### src/set_assoc_search_table_unit_defines.svh
// Assertion macros shared by the set-associative search table RTL.
`ifndef SET_ASSOC_SEARCH_TABLE_UNIT_DEFINES_SVH
`define SET_ASSOC_SEARCH_TABLE_UNIT_DEFINES_SVH

// Same-cycle implication, checked on every rising edge outside reset.
`define SAST_ASSERT_NOW(label, ante, cons, msg) \
  label: assert property (@(posedge clk) disable iff (rst) (ante) |-> (cons)) \
    else $error(msg);

// Next-cycle implication, checked on every rising edge outside reset.
`define SAST_ASSERT_NEXT(label, ante, cons, msg) \
  label: assert property (@(posedge clk) disable iff (rst) (ante) |=> (cons)) \
    else $error(msg);

`endif

### src/sast_pkg.sv
// Shared constants, types and helper functions of the search table.
package sast_pkg;

  localparam int SET_INDEX_BITS = 10;
  localparam int WAYS           = 4;
  localparam int NUM_SETS       = 1 << SET_INDEX_BITS;
  localparam int ADDR_BITS      = (SET_INDEX_BITS > 0) ? SET_INDEX_BITS : 1;
  localparam int WAY_BITS       = (WAYS > 1) ? $clog2(WAYS) : 1;

  localparam logic [7:0] GEN_MASK  = 8'hFC;
  localparam logic [7:0] AGE_MASK  = 8'h3F;
  localparam logic [7:0] GEN_STEP  = 8'd4;
  localparam logic signed [7:0] DEPTH_MIN = -8'sd127;
  localparam logic signed [7:0] DEPTH_MAX = 8'sd127;
  localparam logic [14:0] MATE_THRESHOLD_RESET = 15'd32000;

  typedef enum logic [1:0] {
    OP_PROBE    = 2'd0,
    OP_STORE    = 2'd1,
    OP_NEW_GEN  = 2'd2
  } op_t;

  localparam logic [1:0] BND_NONE  = 2'd0;
  localparam logic [1:0] BND_UPPER = 2'd1;

  typedef logic [ADDR_BITS-1:0] set_addr_t;
  typedef logic [WAY_BITS-1:0]  way_idx_t;

  // One stored way; generation sits in gen_bound[7:2], bound in [1:0].
  typedef struct packed {
    logic [63:0] key;
    logic [15:0] score;
    logic [15:0] eval;
    logic [15:0] move;
    logic [7:0]  depth;
    logic [7:0]  gen_bound;
  } entry_t;

  typedef entry_t [WAYS-1:0] row_t;

  // Lookup and replacement decision for one set.
  typedef struct packed {
    logic     hit;
    way_idx_t hit_way;
    way_idx_t pick_way;
  } sel_t;

  // Set index from the low key bits.
  function automatic set_addr_t set_of(input logic [63:0] key);
    logic [63:0] masked;
    masked = key & 64'(NUM_SETS - 1);
    return masked[ADDR_BITS-1:0];
  endfunction

  // Mate scores move away from zero by ply on store, back toward it on read.
  function automatic logic [15:0] mate_adjust(input logic signed [15:0] s,
                                              input logic [7:0] ply,
                                              input logic [14:0] thr,
                                              input logic to_store);
    logic signed [16:0] s17;
    logic signed [16:0] t17;
    logic signed [16:0] p17;
    logic signed [16:0] r;
    s17 = 17'(s);
    t17 = signed'({2'b00, thr});
    p17 = signed'({9'd0, ply});
    if (s17 >= t17) begin
      r = to_store ? s17 + p17 : s17 - p17;
    end else if (s17 <= -t17) begin
      r = to_store ? s17 - p17 : s17 + p17;
    end else begin
      r = s17;
    end
    return r[15:0];
  endfunction

endpackage

### src/sast_way_sel.sv
// Way lookup and replacement choice over the ways of one set.
module sast_way_sel (
  input  sast_pkg::row_t row,
  input  logic [63:0]    key,
  input  logic [7:0]     cur_gen,
  output sast_pkg::sel_t sel
);
  import sast_pkg::*;

  logic              found;
  logic              hit_found;
  logic signed [9:0] best;
  logic signed [9:0] prio;
  logic [7:0]        age;

  // Probe hit is the first valid way with the same key. The store target is
  // the first empty or same-key way, else the lowest depth minus twice age.
  always_comb begin
    sel       = '0;
    found     = 1'b0;
    hit_found = 1'b0;
    best      = 10'sh1FF;
    prio      = '0;
    age       = '0;
    for (int i = 0; i < WAYS; i++) begin
      if (!hit_found && row[i].key == key && row[i].gen_bound[1:0] != BND_NONE) begin
        hit_found   = 1'b1;
        sel.hit     = 1'b1;
        sel.hit_way = WAY_BITS'(i);
      end
      if (!found) begin
        if (row[i].gen_bound[1:0] == BND_NONE || row[i].key == key) begin
          found        = 1'b1;
          sel.pick_way = WAY_BITS'(i);
        end else begin
          age  = (cur_gen - (row[i].gen_bound & GEN_MASK)) & AGE_MASK;
          prio = 10'(signed'(row[i].depth)) - signed'({1'b0, age[6:0], 2'b00} >> 1);
          if (prio < best) begin
            best         = prio;
            sel.pick_way = WAY_BITS'(i);
          end
        end
      end
    end
  end

endmodule

### config.mk
export PLATFORM = sky130hd
export DESIGN_NAME = sast_way_sel
export DESIGN_NICKNAME = d
export VERILOG_FILES = /design/src/set_assoc_search_table_unit_defines.svh /design/src/sast_pkg.sv /design/src/sast_way_sel.sv
export SDC_FILE = /design/constraint.sdc
export NUM_CORES = 1
export LEC_CHECK = 0
export ABC_AREA = 1
export BUFFER_PORTS_ARGS = -buffer_cell sky130_fd_sc_hd__buf_2
export CAP_MARGIN = 10
export CORE_AREA = 3 3 226 228
export DETAILED_ROUTE_END_ITERATION = 7
export DIE_AREA = 0 0 229 231
export SETUP_SLACK_MARGIN = 0.2
export SYNTH_ARGS = -nofsm -noshare
export SYNTH_HDL_FRONTEND = slang
export SYNTH_SLANG_ARGS = --single-unit
### constraint.sdc
create_clock -name vclk -period 9.3
set_clock_uncertainty 0.2 [all_clocks]
set_input_delay 0.93 -clock vclk [all_inputs]
set_output_delay 0.93 -clock vclk [all_outputs]
set_load 0.03 [all_outputs]
**After elaboration in Yosys (flattened, before gate mapping)**

Cells that the tools add are included.

- Reductions and logical operators: 22
- Add/subtract/negate cells: 8
- Multiplexer cells: 29
- Equal/unequal tests: 4
- $lt $le $gt $ge: 4

Operators by type and width:

| cell | number |
|---|---|
| 64-bit == test | 4 |
| 10-bit two-way mux | 8 |
| 8-bit by 8-bit subtractor with 9-bit output | 4 |
| 9-bit by 10-bit less-than comparator with 1-bit output | 3 |
| 6-bit subtractor | 4 |
| 2-bit two-way mux | 7 |
| 3-bit two-way mux | 4 |
| 9-bit by 10-bit less-than comparator with 1-bit output, second input constant | 1 |
| 1-bit two-way mux | 10 |
| 2-bit logical NOT | 4 |
| 2-bit nonzero test | 4 |
| 1-bit logical AND | 7 |
| 1-bit logical OR | 4 |
| 1-bit logical NOT | 3 |

- Register bits after elaboration: 0
- Word-level logic and storage cells: 67
- Bits of input ports: 584
- Output and inout bits: 5

**Logic depth before layout (Yosys ltp)**

- Depth after elaboration: 17
- Mapped depth: 50

**Worst setup path before layout**

OpenSTA, ideal clock, no wires.

- Path type: input -> output
- Start: in cur_gen[2]
- End: out sel[0] (netlist bit)
- Path slack: 1.071 ns
- Stages on the path: 45
- Data required time: 8.170 ns
- Buffers on the path: 0
- Data arrival time: 7.099 ns
- Cell sequence: inv_1 > ha_1 > inv_1 > fa_1 > inv_1 > ha_1 > a21oi_1 > o21ai_0 > or2_2 > a21oi_1 > ha_1 > nand2_1 > nor2_1 > a211oi_1 > o221a_2 > nand2_1 > nand2_2 > nand2_1 > [9 not listed] > a2111oi_0 > nand2_1 > nand2_2 > nand2_1 > nor2_1 > nand2_1 > o211ai_1 > o21ai_0 > ha_1 > nand2_1 > inv_1 > nand3_1 > inv_1 > a21oi_1 > nand3_1 > nand3_1 > nand2_1 > nand2_1

RTL lines:

| item | line | source |
|---|---|---|
| start, declared | sast_way_sel.sv:5 | `input logic [7:0] cur_gen,` |
| end, declared | sast_way_sel.sv:6 | `output sast_pkg::sel_t sel` |

==> out/metrics.yaml <==
detailed_routing:
  ant_nets: 0
  via_count: 7754
  drt_wl_total_mm: 34.14
  drt_pass1_iterations: 4
  avgRoutedWirePerCell_um: 16.18
  drc: 0
  drtIter0Drc: 240
  via_per_inst: 3.675
worst_setup_path:
  crit_slowest_cell: "fa_1"
  critPathKind: "input port to output pin"
  crit_path_max_incr_delay_ns: 0.47
  cpMostUsedCell: "nand2_1"
  startpoint_type: "input port"
  arrival_ns: 7.32
  crit_fanout: 5
  endpoint_kind: "output pin"
  required_ns: 8.17
  crit_start: "cur_gen[2]"
cells_and_area:
  clkbuf_count: 0
  nFlopsAndLatches: 0
  finalNetCount: 2096
  drive_gt1_share_pct: 34.19
  nFillCells: 5857
  syn_to_final_growth_pct: 45.30
  final-seq-area_um2: 0
  design_area_um2: 9022
logic_synthesis:
  yosys.area_share.adder_pct: 15.27
  ys_seq_area_share_pct: 0
  synth.top_cell.area_share_pct: 16.14
  yosys_warnings: 0
  synth_area_um2: 6210
  yosys-top-cells-area: "nand2_1, xor2_1, ha_1, xnor2_1, inv_1"
  syn-num-nets: 1727
  synthMuxAreaShare_pct: 0
  synth.cells.most_frequent: "nand2_1, inv_1, xor2_1"
  synth_most_common_cell: "nand2_1"
  synth_cells: 1072
  synth_xor_area_share_pct: 28.21
  syn_area_per_cell_um2: 5.793
  yosys.area.top_type: "nand2_1"
  synthSimpleGateAreaFrac_pct: 32.74
  synth_compound_area_share_pct: 8.402
  synth_top_family_by_area: "simple AND/OR/NAND/NOR gates"
  yosys.cell_types.count: 36
grt:
  track_usage_pct: 12.37
  grt_max_degree: 14
  grt_first_pass_wirelength_mm: 47.76
  overflow: 0
  antenna_found_initial: 12
  grt_pass1_vias: 7633
sta:
  worstMarginPinSlew_ns: 0.6398
  fin_ws_ns: 0.8459
  fin_setup_tns_ns: 0
  hold_viol: 0
  fmax_mhz: 118.3
  slew_headroom_pct: 57.20
  grt_setup_unrepaired: "no"
  finalSetupViolCount: 0
  fin_crit_sh_pct: 90.90
  fin_crit_ns: 8.454
  final-max-slew-violation-count: 0
power_and_ir_drop:
  peakVddDrop_uv: 55.58
  p_leak_nw: 4.988
  powerDensity_nw_per_um2: 87.23
  fin_total_pwr_w: 0.0007871
floorplanning:
  coreArea_um2: 49050
  die_y_um: 231
  initial_core_util_pct: 12.66
  pin_count: 589
  dieArea_um2: 52900
  die_x_um: 229
  num_rows: 81
worst_hold_path:
  min_from: "row[384]"
  hp-class: "input port to output pin"
place:
  pre_cts_ws_ns: 0.3669
  hpwl_mm: 32.54
  io_buffers: 387
  gp_congestion: 0.8610
  place_area_um2: 8912
clocking:
  cts_hold_buf: 0
run_status:
  status: "finished, final reports clean"
job:
  drv_cap: 0
==> layout make-up <==
class / count / area, um2 / share of cell area, %
antenna: 7 / 17.52 / 0.1941
inverter: 197 / 739.5 / 8.196
multi-input combinational: 833 / 5328 / 59.05
tap: 664 / 830.8 / 9.208
timing repair buffer: 409 / 2107 / 23.35
==> routing by layer <==
| metal | share of wire [%] | track usage (%) | vias up |
|---|---|---|---|
| li1 | - | - | 4079 |
| met1 | 47 | 16.96 | 3352 |
| met2 | 45 | 20.91 | 281 |
| met3 | 7.1 | 2.653 | 28 |
| met4 | 0.69 | 0.5294 | 14 |
| met5 | 0.25 | 0 | - |
==> worst max-delay path: cells and delay by family <==
kind / cells / cell delay, ns
and+or+nand+nor: 21 / 1.82
adders and majority gates: 6 / 1.72
AOI/OAI and AO/OA: 10 / 1.65
buffers and inverters: 12 / 1.19
==> path summary, 6_finish.rpt <==
path,end,cells past startpoint
max,sel[1],49
min,sel[4],4
==> what timing repair did <==
| item | CTS | global route |
|---|---|---|
| gates resized for setup | 0 | 24 |
| setup buffers | 0 | 2 |
| setup endpoints to repair | 0 | 2 |
==> per-stage QoR <==
| step | hold WS (ns) | utilization, % | cells |
|---|---|---|---|
| 4_1_cts | 2.260 | 18.17 | 2101 |
| 3_3_place_gp | 2.254 | 18.17 | 2101 |
| 6_report | 2.263 | 18.39 | 2110 |
| 2_1_floorplan | 2.025 | - | 1072 |
| 3_5_place_dp | 2.251 | 18.17 | 2101 |
| 5_1_grt | 2.292 | 18.37 | 2105 |
==> logic make-up (layout without fill, tap and decap cells) <==
group / Yosys count / count (layout)
buffers and inverters: 239 / 606
xor gates and xnor gates: 200 / 200
AOI/OAI and AO/OA: 90 / 90
other: 0 / 7
and+or+nand+nor: 472 / 472
adders and majority gates: 71 / 71
==> cells in the final DEF (no fill, tap or decap), types with 2 or more instances in the layout <==
cell type / instances
a21oi_1: 38
a21oi_2: 5
a221oi_1: 6
buf_2: 385
buf_4: 24
diode_2: 7
fa_1: 8
ha_1: 61
ha_4: 2
inv_1: 145
inv_2: 51
nand2_1: 266
nand2_2: 4
nand3_1: 26
nand3_2: 2
nand4_1: 31
nor2_1: 91
nor2_2: 4
nor3_1: 4
nor3b_1: 3
nor4_1: 22
o2111ai_1: 3
o211ai_1: 3
o21ai_0: 16
o21ai_1: 5
o21bai_1: 2
o22ai_1: 8
or2_2: 10
or4_1: 4
xnor2_1: 88
xor2_1: 111
==> power breakdown <==
part	switching (W)	internal, W	total, W
clock	0	0.0000000000419	0.0000000000420
sequential	0	0	0
combinational	0.000440	0.000348	0.000787
No activity file was read; power rests on OpenSTA's default activity.
